## src/sv/dial_string_nibble_codec_unit_assert.svh

```systemverilog
// Assertion macros for the dial string nibble codec.
// Included by the top level; needs no package.
`ifndef DIAL_STRING_NIBBLE_CODEC_UNIT_ASSERT_SVH
`define DIAL_STRING_NIBBLE_CODEC_UNIT_ASSERT_SVH

// Consequent must hold in the same cycle as the antecedent.
`define DSNC_ASSERT_SAME(label, clk, rst, ante, cons, msg) \
   label: assert property (@(posedge clk) disable iff (rst) (ante) |-> (cons)) \
      else $error(msg);

// Consequent must hold in the cycle after the antecedent.
`define DSNC_ASSERT_NEXT(label, clk, rst, ante, cons, msg) \
   label: assert property (@(posedge clk) disable iff (rst) (ante) |=> (cons)) \
      else $error(msg);

`endif

```

## src/sv/dsnc_pkg.sv

```systemverilog
// Package for the dial string nibble codec: types, codes and the
// character/nibble conversion functions. No dependencies.
`timescale 1ns / 1ps
`default_nettype none

package dsnc_pkg;

   localparam int CSR_AW = 3;
   localparam int CSR_DW = 32;
   localparam int MD_W   = 6;
   localparam int CNT_W  = 5;

   localparam logic [MD_W-1:0]  MAX_DIGITS_RESET = 6'd32;
   localparam logic [0:0]       CSR_IDX_MAX_DIGITS = 1'b0;
   localparam logic [CNT_W-1:0] RESULT_CAP = 5'd17;
   localparam logic [CNT_W-1:0] DEC_COUNT = 5'd2;
   localparam logic [CNT_W-1:0] DEC_COUNT_LAST = 5'd3;

   localparam logic [3:0] CODE_STAR  = 4'hA;
   localparam logic [3:0] CODE_HASH  = 4'hB;
   localparam logic [3:0] CODE_PAUSE = 4'hC;
   localparam logic [3:0] CODE_MARK  = 4'hD;
   localparam logic [3:0] CODE_NONE  = 4'hF;
   localparam logic [7:0] FILL_BYTE  = 8'hFF;

   localparam logic [7:0] CHAR_ZERO  = 8'h30;
   localparam logic [7:0] CHAR_NINE  = 8'h39;
   localparam logic [7:0] CHAR_STAR  = 8'h2A;
   localparam logic [7:0] CHAR_HASH  = 8'h23;
   localparam logic [7:0] CHAR_PAUSE = 8'h50;
   localparam logic [7:0] CHAR_MARK  = 8'h4D;
   localparam logic [7:0] CHAR_NUL   = 8'h00;

   localparam logic MODE_ENCODE = 1'b0;
   localparam logic MODE_DECODE = 1'b1;

   typedef enum logic {
      ST_IDLE,
      ST_EMIT
   } dsnc_state_type;

   typedef struct packed {
      logic load;
      logic advance;
   } dsnc_cmd_type;

   typedef struct packed {
      logic has_results;
      logic at_last;
   } dsnc_sts_type;

   function automatic logic [3:0] char_to_code(input logic [7:0] c);
      logic [3:0] code;
      code = CODE_NONE;
      if (c inside {[CHAR_ZERO:CHAR_NINE]}) begin
         code = c[3:0];
      end else if (c == CHAR_STAR) begin
         code = CODE_STAR;
      end else if (c == CHAR_HASH) begin
         code = CODE_HASH;
      end else if (c == CHAR_PAUSE) begin
         code = CODE_PAUSE;
      end else if (c == CHAR_MARK) begin
         code = CODE_MARK;
      end
      return code;
   endfunction

   function automatic logic [7:0] code_to_char(input logic [3:0] n);
      logic [7:0] c;
      case (n) inside
         [4'h0:4'h9]: c = CHAR_ZERO + {4'h0, n};
         CODE_STAR:   c = CHAR_STAR;
         CODE_HASH:   c = CHAR_HASH;
         CODE_PAUSE:  c = CHAR_PAUSE;
         CODE_MARK:   c = CHAR_MARK;
         default:     c = CHAR_NUL;
      endcase
      return c;
   endfunction

endpackage

`default_nettype wire

```

## src/sv/dsnc_if.sv

```systemverilog
// Valid/ready channel interfaces for the dial string nibble codec.
// Request carries one character or packed byte; response one result word.
`timescale 1ns / 1ps
`default_nettype none

interface dsnc_req_if;
   logic       valid;
   logic       ready;
   logic       mode;
   logic [7:0] in_value;
   logic [7:0] total_chars;
   logic       in_last;

   modport source (output valid, mode, in_value, total_chars, in_last, input ready);
   modport sink   (input valid, mode, in_value, total_chars, in_last, output ready);
endinterface

interface dsnc_rsp_if;
   logic       valid;
   logic       ready;
   logic [7:0] out_value;
   logic       out_last;

   modport source (output valid, out_value, out_last, input ready);
   modport sink   (input valid, out_value, out_last, output ready);
endinterface

`default_nettype wire

```

## src/sv/dsnc_csr.sv

```systemverilog
// APB-style register block holding max_digits.
// Depends on dsnc_pkg.
`timescale 1ns / 1ps
`default_nettype none

module dsnc_csr
   import dsnc_pkg::*;
(
   input  wire logic              clock,
   input  wire logic              reset,
   input  wire logic              psel,
   input  wire logic              penable,
   input  wire logic              pwrite,
   input  wire logic [CSR_AW-1:0] paddr,
   input  wire logic [CSR_DW-1:0] pwdata,
   output logic      [CSR_DW-1:0] prdata,
   output logic                   pready,
   output logic      [MD_W-1:0]   max_digits
);

   logic [MD_W-1:0] max_digits_ff;
   logic [MD_W-1:0] max_digits_in;
   logic            hit;

   // Bits below the word offset are ignored, as on a word-wide bus.
   assign hit = (paddr[CSR_AW-1:2] == CSR_IDX_MAX_DIGITS);

   always_comb begin
      max_digits_in = max_digits_ff;
      if (psel && penable && pwrite && hit) begin
         max_digits_in = pwdata[MD_W-1:0];
      end
   end

   always_ff @(posedge clock) begin
      if (reset) begin
         max_digits_ff <= MAX_DIGITS_RESET;
      end else begin
         max_digits_ff <= max_digits_in;
      end
   end

   assign prdata     = hit ? {{(CSR_DW-MD_W){1'b0}}, max_digits_ff} : '0;
   assign pready     = 1'b1;
   assign max_digits = max_digits_ff;

endmodule

`default_nettype wire

```

## src/sv/dsnc_ctrl.sv

```systemverilog
// Controller for the dial string nibble codec: takes a word, then sends
// its results one by one. Depends on dsnc_pkg.
`timescale 1ns / 1ps
`default_nettype none

module dsnc_ctrl
   import dsnc_pkg::*;
(
   input  wire logic         clock,
   input  wire logic         reset,
   input  wire logic         req_valid,
   output logic              req_ready,
   output logic              rsp_valid,
   input  wire logic         rsp_ready,
   input  wire dsnc_sts_type sts,
   output dsnc_cmd_type      cmd
);

   dsnc_state_type state_ff;
   dsnc_state_type state_in;

   always_ff @(posedge clock) begin
      if (reset) begin
         state_ff <= ST_IDLE;
      end else begin
         state_ff <= state_in;
      end
   end

   always_comb begin
      state_in  = state_ff;
      cmd       = '0;
      req_ready = 1'b0;
      rsp_valid = 1'b0;
      case (state_ff)
         ST_IDLE: begin
            req_ready = 1'b1;
            if (req_valid) begin
               cmd.load = 1'b1;
               if (sts.has_results) begin
                  state_in = ST_EMIT;
               end
            end
         end
         ST_EMIT: begin
            rsp_valid = 1'b1;
            if (rsp_ready) begin
               if (sts.at_last) begin
                  state_in = ST_IDLE;
               end else begin
                  cmd.advance = 1'b1;
               end
            end
         end
         default: begin
            state_in = ST_IDLE;
         end
      endcase
   end

endmodule

`default_nettype wire

```

## src/sv/dsnc_dp.sv

```systemverilog
// Datapath for the dial string nibble codec: encode state, result plan and
// the result word mux. Depends on dsnc_pkg.
`timescale 1ns / 1ps
`default_nettype none

module dsnc_dp
   import dsnc_pkg::*;
#(
   parameter int MAX_DIGITS = 32
) (
   input  wire logic            clock,
   input  wire logic            reset,
   input  wire logic [MD_W-1:0] max_digits,
   input  wire logic            mode,
   input  wire logic [7:0]      in_value,
   input  wire logic [7:0]      total_chars,
   input  wire logic            in_last,
   input  wire dsnc_cmd_type    cmd,
   output dsnc_sts_type         sts,
   output logic      [7:0]      out_value,
   output logic                 out_last
);

   localparam int NW = $clog2(MAX_DIGITS + 2);
   localparam int LW = 7;

   logic [7:0]       chars_ff,  chars_in;
   logic [NW-1:0]    nib_ff,    nib_in;
   logic [3:0]       pend_ff,   pend_in;
   logic             mode_ff;
   logic             last_ff;
   logic [7:0]       byte_ff;
   logic [7:0]       head_ff;
   logic             head_valid_ff;
   logic [CNT_W-1:0] count_ff;
   logic [CNT_W-1:0] idx_ff;

   logic [LW-1:0]    limit_w;
   logic [NW-1:0]    limit;
   logic             dropped;
   logic             keep;
   logic [3:0]       code;
   logic [NW-1:0]    nib1;
   logic [NW-1:0]    nib2;
   logic [3:0]       pend1;
   logic             data_byte;
   logic             pad;
   logic [NW-1:0]    fill_raw;
   logic [CNT_W-1:0] cap;
   logic [CNT_W-1:0] fill;
   logic [CNT_W-1:0] enc_count;
   logic [CNT_W-1:0] count_next;
   logic [7:0]       head_next;
   logic             at_tail;

   always_comb begin
      limit_w   = (LW'(max_digits) < LW'(MAX_DIGITS)) ? LW'(max_digits) : LW'(MAX_DIGITS);
      limit     = NW'(limit_w);
      // Leading characters are dropped while chars_seen + limit < total_chars.
      dropped   = ({1'b0, chars_ff} + 9'(limit)) < {1'b0, total_chars};
      keep      = !dropped && (nib_ff < limit);
      code      = char_to_code(in_value);
      data_byte = keep && nib_ff[0];
      nib1      = nib_ff + NW'(keep);
      pend1     = (keep && !nib_ff[0]) ? code : pend_ff;
      pad       = in_last && nib1[0];
      nib2      = nib1 + NW'(pad);
      fill_raw  = (nib2 < limit) ? ((limit - nib2) >> 1) : '0;
      // At most one byte precedes the fill run, so the cap is 17 or 16.
      cap       = RESULT_CAP - CNT_W'(data_byte | pad);
      fill      = (8'(fill_raw) > 8'(cap)) ? cap : CNT_W'(fill_raw);
      enc_count = CNT_W'(data_byte | pad) + (in_last ? fill : '0);
      head_next = pad ? {pend1, CODE_NONE} : {pend_ff, code};
      if (mode == MODE_DECODE) begin
         count_next = in_last ? DEC_COUNT_LAST : DEC_COUNT;
      end else begin
         count_next = enc_count;
      end
   end

   always_comb begin
      chars_in = chars_ff;
      nib_in   = nib_ff;
      pend_in  = pend_ff;
      if (cmd.load && (mode == MODE_ENCODE)) begin
         if (in_last) begin
            chars_in = '0;
            nib_in   = '0;
            pend_in  = '0;
         end else begin
            chars_in = (chars_ff == 8'hFF) ? chars_ff : chars_ff + 8'd1;
            nib_in   = nib1;
            pend_in  = pend1;
         end
      end
   end

   always_ff @(posedge clock) begin
      if (reset) begin
         chars_ff <= '0;
         nib_ff   <= '0;
         pend_ff  <= '0;
      end else begin
         chars_ff <= chars_in;
         nib_ff   <= nib_in;
         pend_ff  <= pend_in;
      end
   end

   always_ff @(posedge clock) begin
      if (cmd.load) begin
         mode_ff       <= mode;
         last_ff       <= in_last;
         byte_ff       <= in_value;
         head_ff       <= head_next;
         head_valid_ff <= data_byte | pad;
         count_ff      <= count_next;
         idx_ff        <= '0;
      end else if (cmd.advance) begin
         idx_ff <= idx_ff + CNT_W'(1);
      end
   end

   always_comb begin
      if (mode_ff == MODE_DECODE) begin
         case (idx_ff)
            5'd0:    out_value = code_to_char(byte_ff[7:4]);
            5'd1:    out_value = code_to_char(byte_ff[3:0]);
            default: out_value = CHAR_NUL;
         endcase
      end else begin
         out_value = ((idx_ff == '0) && head_valid_ff) ? head_ff : FILL_BYTE;
      end
      // Only the closing word of a whole string is marked as last.
      at_tail         = (idx_ff == (count_ff - CNT_W'(1)));
      out_last        = last_ff && at_tail;
      sts.at_last     = at_tail;
      sts.has_results = (count_next != '0);
   end

endmodule

`default_nettype wire

```

## src/sv/dial_string_nibble_codec_unit.sv

```systemverilog
// Top level of the dial string nibble codec: register block, controller
// and datapath. Depends on dsnc_pkg, dsnc_if and the assertion macro header.
//
//   channel   role     handshake            payload
//   req_chan  in       valid/ready          mode, in_value, total_chars, in_last
//   rsp_chan  out      valid/ready          out_value, out_last
//   APB       config   psel/penable/pready  paddr, pwdata, prdata (max_digits)
//
// A word is taken on a req_chan handshake; its results then leave at one per
// cycle while rsp_chan is ready, N results per word (N is 0 to 17).
// The controller handles one word at a time: a new word is taken only once
// the last result of the previous one has been taken on rsp_chan.
// A stall on rsp_chan holds the current result; reset is synchronous and
// clears the encode state and max_digits to 32.
`timescale 1ns / 1ps
`default_nettype none

`include "dial_string_nibble_codec_unit_assert.svh"

module dial_string_nibble_codec_unit
   import dsnc_pkg::*;
#(
   parameter int MAX_DIGITS = 32
) (
   input  wire logic              clock,
   input  wire logic              reset,
   dsnc_req_if.sink               req_chan,
   dsnc_rsp_if.source             rsp_chan,
   input  wire logic              psel,
   input  wire logic              penable,
   input  wire logic              pwrite,
   input  wire logic [CSR_AW-1:0] paddr,
   input  wire logic [CSR_DW-1:0] pwdata,
   output logic      [CSR_DW-1:0] prdata,
   output logic                   pready
);

   logic [MD_W-1:0] max_digits;
   dsnc_cmd_type    cmd;
   dsnc_sts_type    sts;
   logic            req_ready;
   logic            rsp_valid;
   logic [7:0]      out_value;
   logic            out_last;

   dsnc_csr u_csr (
      .clock      (clock),
      .reset      (reset),
      .psel       (psel),
      .penable    (penable),
      .pwrite     (pwrite),
      .paddr      (paddr),
      .pwdata     (pwdata),
      .prdata     (prdata),
      .pready     (pready),
      .max_digits (max_digits)
   );

   dsnc_ctrl u_ctrl (
      .clock     (clock),
      .reset     (reset),
      .req_valid (req_chan.valid),
      .req_ready (req_ready),
      .rsp_valid (rsp_valid),
      .rsp_ready (rsp_chan.ready),
      .sts       (sts),
      .cmd       (cmd)
   );

   dsnc_dp #(
      .MAX_DIGITS (MAX_DIGITS)
   ) u_dp (
      .clock       (clock),
      .reset       (reset),
      .max_digits  (max_digits),
      .mode        (req_chan.mode),
      .in_value    (req_chan.in_value),
      .total_chars (req_chan.total_chars),
      .in_last     (req_chan.in_last),
      .cmd         (cmd),
      .sts         (sts),
      .out_value   (out_value),
      .out_last    (out_last)
   );

   assign req_chan.ready     = req_ready;
   assign rsp_chan.valid     = rsp_valid;
   assign rsp_chan.out_value = out_value;
   assign rsp_chan.out_last  = out_last;

   `DSNC_ASSERT_SAME(a_no_overlap, clock, reset, rsp_valid, !req_ready, "input taken while results pending")
   `DSNC_ASSERT_NEXT(a_last_ends, clock, reset, rsp_valid && rsp_chan.ready && out_last, !rsp_valid, "result sent after last word")
   `DSNC_ASSERT_NEXT(a_cfg_write, clock, reset, psel && penable && pwrite && (paddr[CSR_AW-1:2] == CSR_IDX_MAX_DIGITS), max_digits == $past(pwdata[MD_W-1:0]), "max_digits write lost")

endmodule

`default_nettype wire
```

## src/flat_wrapper.sv

```systemverilog
// flat-port wrapper written by rule: the top's interface ports become plain ports
module dial_string_nibble_codec_unit_flat import dsnc_pkg::*;
#(
   parameter int MAX_DIGITS = 32
)
  (clock, reset, psel, penable, pwrite, paddr, pwdata, prdata, pready, req_chan_valid, req_chan_mode, req_chan_in_value, req_chan_total_chars, req_chan_in_last, req_chan_ready, rsp_chan_valid, rsp_chan_out_value, rsp_chan_out_last, rsp_chan_ready);
  dsnc_req_if req_chan_i ();
  dsnc_rsp_if rsp_chan_i ();
  input  wire logic clock;
  input  wire logic reset;
  input  wire logic psel;
  input  wire logic penable;
  input  wire logic pwrite;
  input  wire logic [CSR_AW-1:0] paddr;
  input  wire logic [CSR_DW-1:0] pwdata;
  output logic      [CSR_DW-1:0] prdata;
  output logic pready;
  input wire logic [$bits(req_chan_i.valid)-1:0] req_chan_valid;
  input wire logic [$bits(req_chan_i.mode)-1:0] req_chan_mode;
  input wire logic [$bits(req_chan_i.in_value)-1:0] req_chan_in_value;
  input wire logic [$bits(req_chan_i.total_chars)-1:0] req_chan_total_chars;
  input wire logic [$bits(req_chan_i.in_last)-1:0] req_chan_in_last;
  output wire logic [$bits(req_chan_i.ready)-1:0] req_chan_ready;
  output wire logic [$bits(rsp_chan_i.valid)-1:0] rsp_chan_valid;
  output wire logic [$bits(rsp_chan_i.out_value)-1:0] rsp_chan_out_value;
  output wire logic [$bits(rsp_chan_i.out_last)-1:0] rsp_chan_out_last;
  input wire logic [$bits(rsp_chan_i.ready)-1:0] rsp_chan_ready;
  assign req_chan_i.valid = req_chan_valid;
  assign req_chan_i.mode = req_chan_mode;
  assign req_chan_i.in_value = req_chan_in_value;
  assign req_chan_i.total_chars = req_chan_total_chars;
  assign req_chan_i.in_last = req_chan_in_last;
  assign req_chan_ready = req_chan_i.ready;
  assign rsp_chan_valid = rsp_chan_i.valid;
  assign rsp_chan_out_value = rsp_chan_i.out_value;
  assign rsp_chan_out_last = rsp_chan_i.out_last;
  assign rsp_chan_i.ready = rsp_chan_ready;
  dial_string_nibble_codec_unit #(.MAX_DIGITS(MAX_DIGITS)) u_core (.clock(clock), .reset(reset), .req_chan(req_chan_i), .rsp_chan(rsp_chan_i), .psel(psel), .penable(penable), .pwrite(pwrite), .paddr(paddr), .pwdata(pwdata), .prdata(prdata), .pready(pready));
endmodule
```

## config.mk

```make
export PLATFORM = sky130hd
export DESIGN_NAME = dial_string_nibble_codec_unit_flat
export DESIGN_NICKNAME = d
export VERILOG_FILES = /design/src/sv/dsnc_pkg.sv /design/src/sv/dsnc_if.sv /design/src/sv/dsnc_csr.sv /design/src/sv/dsnc_ctrl.sv /design/src/sv/dsnc_dp.sv /design/src/sv/dial_string_nibble_codec_unit.sv /design/src/flat_wrapper.sv
export VERILOG_INCLUDE_DIRS = /design/src /design/src/sv
export SDC_FILE = /design/constraint.sdc
export NUM_CORES = 1
export LEC_CHECK = 0
export BUFFER_PORTS_ARGS = -buffer_cell sky130_fd_sc_hd__buf_4
export CORE_ASPECT_RATIO = 1.25
export CORE_MARGIN = 2
export CORE_UTILIZATION = 55
export DETAILED_ROUTE_END_ITERATION = 8
export PLACE_DENSITY_LB_ADDON = 0.05
export REMOVE_ABC_BUFFERS = 1
export SLEW_MARGIN = 40
export SYNTH_ARGS = -nofsm -noshare
export SYNTH_HDL_FRONTEND = slang
export SYNTH_SLANG_ARGS = --single-unit
```

## constraint.sdc

```tcl
create_clock -name clock -period 8.7 [get_ports clock]
set_input_delay 0.435 -clock clock [delete_from_list [all_inputs] [get_ports clock]]
set_output_delay 0.435 -clock clock [all_outputs]
set_load 0.005 [all_outputs]
```

==> flow_summary.html <==
<table>
<tr><th>Metric</th><th>Value</th></tr>
<tr><th colspan="2">Run status</th></tr>
<tr><td>Outcome</td><td>finished, final reports clean</td></tr>
<tr><th colspan="2">GRT</th></tr>
<tr><td>Pin count of the biggest net entering global routing</td><td>31</td></tr>
<tr><td>Total global-route track usage</td><td>21.22%</td></tr>
<tr><td>Grt total ovfl</td><td>0</td></tr>
<tr><td>Initial antenna violation count</td><td>0</td></tr>
<tr><td>First-pass GRT wire length</td><td>~14 mm</td></tr>
<tr><td>Via count of the first global-routing pass</td><td>~3.2k</td></tr>
<tr><th colspan="2">Hold path</th></tr>
<tr><td>Capture endpoint of the worst hold path</td><td>u_core.u_dp.byte_ff[6]$_DFFE_PP_</td></tr>
<tr><td>Hold Path Depth</td><td>1</td></tr>
<tr><td>Hold_sp</td><td>req_chan_in_value[6]</td></tr>
<tr><td>Tightest Hold Check Type</td><td>input pin to register</td></tr>
<tr><th colspan="2">Floorplanning</th></tr>
<tr><td>Die Y</td><td>between 100 and 150 um</td></tr>
<tr><td>DIE WIDTH</td><td>~83 um</td></tr>
<tr><td>Area of the placeable core</td><td>around 0.0074 mm2</td></tr>
<tr><td>Number of rows created at floorplan</td><td>35</td></tr>
<tr><td>Floorplan die area</td><td>about 0.0085 mm2</td></tr>
<tr><td>Initial cell density of the core</td><td>a little under three fifths</td></tr>
<tr><td>Top-level port count</td><td>roughly 100</td></tr>
<tr><th colspan="2">Timing</th></tr>
<tr><td>Final-layout setup total negative slack</td><td>0 ns</td></tr>
<tr><td>Final Hold Violating Endpoints</td><td>0</td></tr>
<tr><td>Actual transition at the worst max-transition pin</td><td>between 0.7 and 0.8 ns</td></tr>
<tr><td>Number of pins exceeding their max-slew limit in the final report</td><td>0</td></tr>
<tr><td>Final Cycle Share</td><td>between 90 and 100%</td></tr>
<tr><td>Final worst path period need</td><td>approximately 8.2 ns</td></tr>
<tr><td>Worst relative slew slack</td><td>a little over half</td></tr>
<tr><td>Clock Skew</td><td>0.01983 ns</td></tr>
<tr><td>Maximum achievable frequency</td><td>~120 MHz</td></tr>
<tr><td>Count of final setup violators</td><td>0</td></tr>
<tr><td>Worst Setup Slack, final</td><td>~0.5 ns</td></tr>
<tr><th colspan="2">Layout</th></tr>
<tr><td>Most frequent standard cell in the layout excluding fill and tap cells</td><td>buf_4</td></tr>
<tr><td>Ant diodes</td><td>0</td></tr>
<tr><td>Share of layout cells above drive strength 1</td><td>16.03%</td></tr>
<tr><td>Cell area after layout</td><td>around 0.0048 mm2</td></tr>
<tr><td>Commonest cells after routing, fill and taps aside</td><td>60 x buf_4, 59 x nor2_1, 40 x nand2_1, 31 x ha_1, 30 x dfxtp_1</td></tr>
<tr><td>Number of nets in the layout</td><td>approximately 640</td></tr>
<tr><td>Relative area change from synthesis to final layout</td><td>12.32%</td></tr>
<tr><td>Number of filler cells placed in the layout</td><td>approximately 670</td></tr>
<tr><td>Final core utilization</td><td>~64%</td></tr>
<tr><th colspan="2">Clocking</th></tr>
<tr><td>Post-CTS Setup Inserts</td><td>0</td></tr>
<tr><td>Inserted Clock Buffers</td><td>5</td></tr>
<tr><td>Hold buffer count at cts</td><td>0</td></tr>
<tr><td>Sink Count</td><td>54</td></tr>
<tr><td>Maximum buffer depth of the clock tree</td><td>2</td></tr>
<tr><td>Insertion delay to the later sink of the worst-skew pair</td><td>about 0.32 ns</td></tr>
<tr><td>TritonCTS clock tree</td><td>done</td></tr>
<tr><td>Cell chosen for the clock root</td><td>clkbuf_8</td></tr>
<tr><td>Clock slew at reported path FFs</td><td>roughly 0.11 ns</td></tr>
<tr><td>Number of H-tree levels</td><td>2</td></tr>
<tr><th colspan="2">Route</th></tr>
<tr><td>Number of nets with antenna violations after detailed routing</td><td>0</td></tr>
<tr><td>Per-cell routed wire length</td><td>roughly 13 um</td></tr>
<tr><td>Via density</td><td>5.445</td></tr>
<tr><td>DRC violations left</td><td>0</td></tr>
<tr><td>Total Routed Length</td><td>approximately 8.6 mm</td></tr>
<tr><td>First-pass detailed-route iteration total</td><td>4</td></tr>
<tr><td>Vias after detailed routing</td><td>approximately 3.5k</td></tr>
<tr><td>First-iteration detailed-routing DRC count</td><td>160</td></tr>
<tr><th colspan="2">Pwr</th></tr>
<tr><td>Overall power</td><td>between 600 and 700 uW</td></tr>
<tr><td>Worst ir drop on vdd</td><td>0.08998 mV</td></tr>
<tr><td>Leakage dissipation</td><td>0.002111 uW</td></tr>
<tr><td>Power density over the cells</td><td>131.5 mW/mm2</td></tr>
<tr><th colspan="2">Yosys</th></tr>
<tr><td>Synth cell types</td><td>58</td></tr>
<tr><td>Total of warnings raised by yosys</td><td>0</td></tr>
<tr><td>Post-synthesis area per instance</td><td>roughly 8.4 um2</td></tr>
<tr><td>Number of synthesized flops with an enable pin</td><td>24</td></tr>
<tr><td>Synth area leaders</td><td>edfxtp_1 17%, dfxtp_1 14%, ha_1 9.1%</td></tr>
<tr><td>Biggest area consumer among synthesized cells</td><td>edfxtp_1</td></tr>
<tr><td>Syn Inst Count</td><td>506</td></tr>
<tr><td>Synth Flop Type</td><td>dfxtp_1</td></tr>
<tr><td>Area share of the largest cell type after synthesis</td><td>about 17%</td></tr>
<tr><td>Post-synth ARST share</td><td>0%</td></tr>
<tr><td>Proportion of synthesized chip area in sequential cells</td><td>a little under a third</td></tr>
<tr><td>Total standard cell area after synthesis</td><td>0.004254 mm2</td></tr>
<tr><td>Post-synthesis sequential element count</td><td>54</td></tr>
<tr><th colspan="2">Critical path</th></tr>
<tr><td>Slowest library cell on the worst path</td><td>maj3_1</td></tr>
<tr><td>Critical path capture point type</td><td>register</td></tr>
<tr><td>Slowest cell delay on critical path</td><td>roughly 0.39 ns</td></tr>
<tr><td>Critical path launch point type</td><td>register</td></tr>
<tr><td>Setup slack of the most critical reg-to-reg path</td><td>about 0.51 ns</td></tr>
<tr><td>Setup CP Type</td><td>register to register</td></tr>
<tr><td>CP most frequent cell</td><td>ha_1</td></tr>
<tr><td>Worst reg2reg path endpoint</td><td>u_core.u_ctrl.state_ff$_SDFF_PP0_</td></tr>
<tr><td>Register-to-Register Path Depth</td><td>between 40 and 50</td></tr>
<tr><td>Crit path max fanout</td><td>5</td></tr>
<tr><td>Required time reported for the critical path endpoint</td><td>just under 9 ns</td></tr>
<tr><td>CP Data Arrival Time</td><td>between 8 and 9 ns</td></tr>
<tr><td>Source of the worst register-to-register timing path</td><td>u_core.u_csr.max_digits[1]$_SDFFE_PP0P_</td></tr>
<tr><th colspan="2">Place</th></tr>
<tr><td>DP Wirelength</td><td>6.696 mm</td></tr>
<tr><td>Number of input and output port buffers inserted</td><td>48</td></tr>
<tr><td>Routability congestion estimate from global placement</td><td>0.9051</td></tr>
<tr><td>Worst slack at placement</td><td>~0.48 ns</td></tr>
<tr><td>Cell area reported after detailed placement</td><td>0.004617 mm2</td></tr>
<tr><th colspan="2">Flow run</th></tr>
<tr><td>Maxcap violations</td><td>0</td></tr>
</table>
[state kept, by name (all words and copies together) (netlist names)]
name and count:
u_core.u_csr.max_digits 6, u_core.u_dp.nib_ff 6, u_core.u_dp.head_ff 8, u_core.u_dp.pend_ff 4, u_core.u_dp.chars_ff 8, u_core.u_dp.last_ff 1
u_core.u_dp.head_valid_ff 1, u_core.u_dp.byte_ff 8, u_core.u_dp.mode_ff 1, u_core.u_dp.count_ff 5, u_core.u_ctrl.state_ff 1, u_core.u_dp.idx_ff 5
[worst max path at each step]
stage,start,end,slack (ns)
floorplan,u_core.u_csr.max_digits[5]$_SDFFE_PP1P_,u_core.u_ctrl.state_ff$_SDFF_PP0_,0.75
global placement,u_core.u_csr.max_digits[1]$_SDFFE_PP0P_,u_core.u_ctrl.state_ff$_SDFF_PP0_,0.63
detailed placement,u_core.u_csr.max_digits[1]$_SDFFE_PP0P_,u_core.u_ctrl.state_ff$_SDFF_PP0_,0.48
CTS,u_core.u_csr.max_digits[1]$_SDFFE_PP0P_,u_core.u_ctrl.state_ff$_SDFF_PP0_,0.43
global route,u_core.u_csr.max_digits[1]$_SDFFE_PP0P_,u_core.u_ctrl.state_ff$_SDFF_PP0_,-0.005
finish,u_core.u_csr.max_digits[1]$_SDFFE_PP0P_,u_core.u_ctrl.state_ff$_SDFF_PP0_,0.51
[cell families (layout without fill, tap and decap cells)]
group,after synthesis,after routing,synth area share (%)
AO/OA/AOI/OAI,96,96,14.59
other,2,27,0.1765
AND/OR/NAND/NOR,177,177,20.15
buffers and inverters,82,100,9.794
multiplexers,11,11,2.618
adder cells (fa/ha/maj),42,42,11.88
XOR/XNOR,42,42,9.735
flip-flops,54,54,31.06
[area by class of cell]
class	count	area (um2)	area share [%]
Multi-Input combinational cell	395	2629	55.01
Clock buffer	6	82.58	1.728
Timing Repair Buffer	60	450.4	9.427
Sequential cell	54	1321	27.65
Inverter	32	120.1	2.514
Tap cell	92	115.1	2.409
Clock inverter	2	60.06	1.257
[worst max-delay path, delay by kind of cell, from the launching register on]
| kind | cells | cell delay, ns |
|---|---|---|
| muxes | 1 | 0.20 |
| DFF | 1 | 0.36 |
| xor gates and xnor gates | 3 | 0.44 |
| AOI/OAI and AO/OA | 13 | 2.03 |
| and+or+nand+nor | 9 | 1.18 |
| buffers and inverters | 3 | 0.42 |
| adders and majority gates | 12 | 3.45 |
[routing by layer]
metal / vias up / routed length [um] / track usage [%]
li1: 1778 / - / -
met2: 99 / 4608 / 40.01
met1: 1593 / 3372 / 22.49
met4: 0 / 269 / 9.962
met5: - / 0 / 0
met3: 20 / 355 / 3.357
[Yosys cell counts, types with 3 or more instances]
master	count
a31oi_1	10
ha_1	31
buf_4	28
nand2_1	40
buf_2	3
a21oi_1	25
edfxtp_1	24
nand4_1	5
inv_1	29
nor3_1	10
a21o_1	11
nor2_1	59
o21ai_0	22
inv_2	3
clkbuf_1	19
mux2i_1	10
maj3_2	3
nand3_1	12
maj3_1	7
nor2b_1	15
xor2_1	19
and2_1	4
a211oi_1	6
a32oi_1	3
or3_1	4
dfxtp_1	30
and3_1	4
nand2b_1	10
xnor2_1	20
[per-stage QoR]
stage,instances,hold slack (ns)
after floorplan,481,0.4359
after global placement,633,0.4509
after detailed placement,633,0.4798
after CTS,641,0.3282
after global routing,641,0.3233
final,641,0.3323
[power breakdown]
| group | switching, uW | total (uW) | internal, uW |
|---|---|---|---|
| clock | 83.4 | 206 | 123 |
| combinational | 71.4 | 131 | 59.8 |
| sequential | 11.3 | 291 | 280 |
[repair_timing]
item,4_1_cts,5_1_grt
endpoints found under the setup margin,0,1
hold endpoints to repair,0,0
resized for setup,0,5
Note: power is estimated with default switching activity, not from simulation.
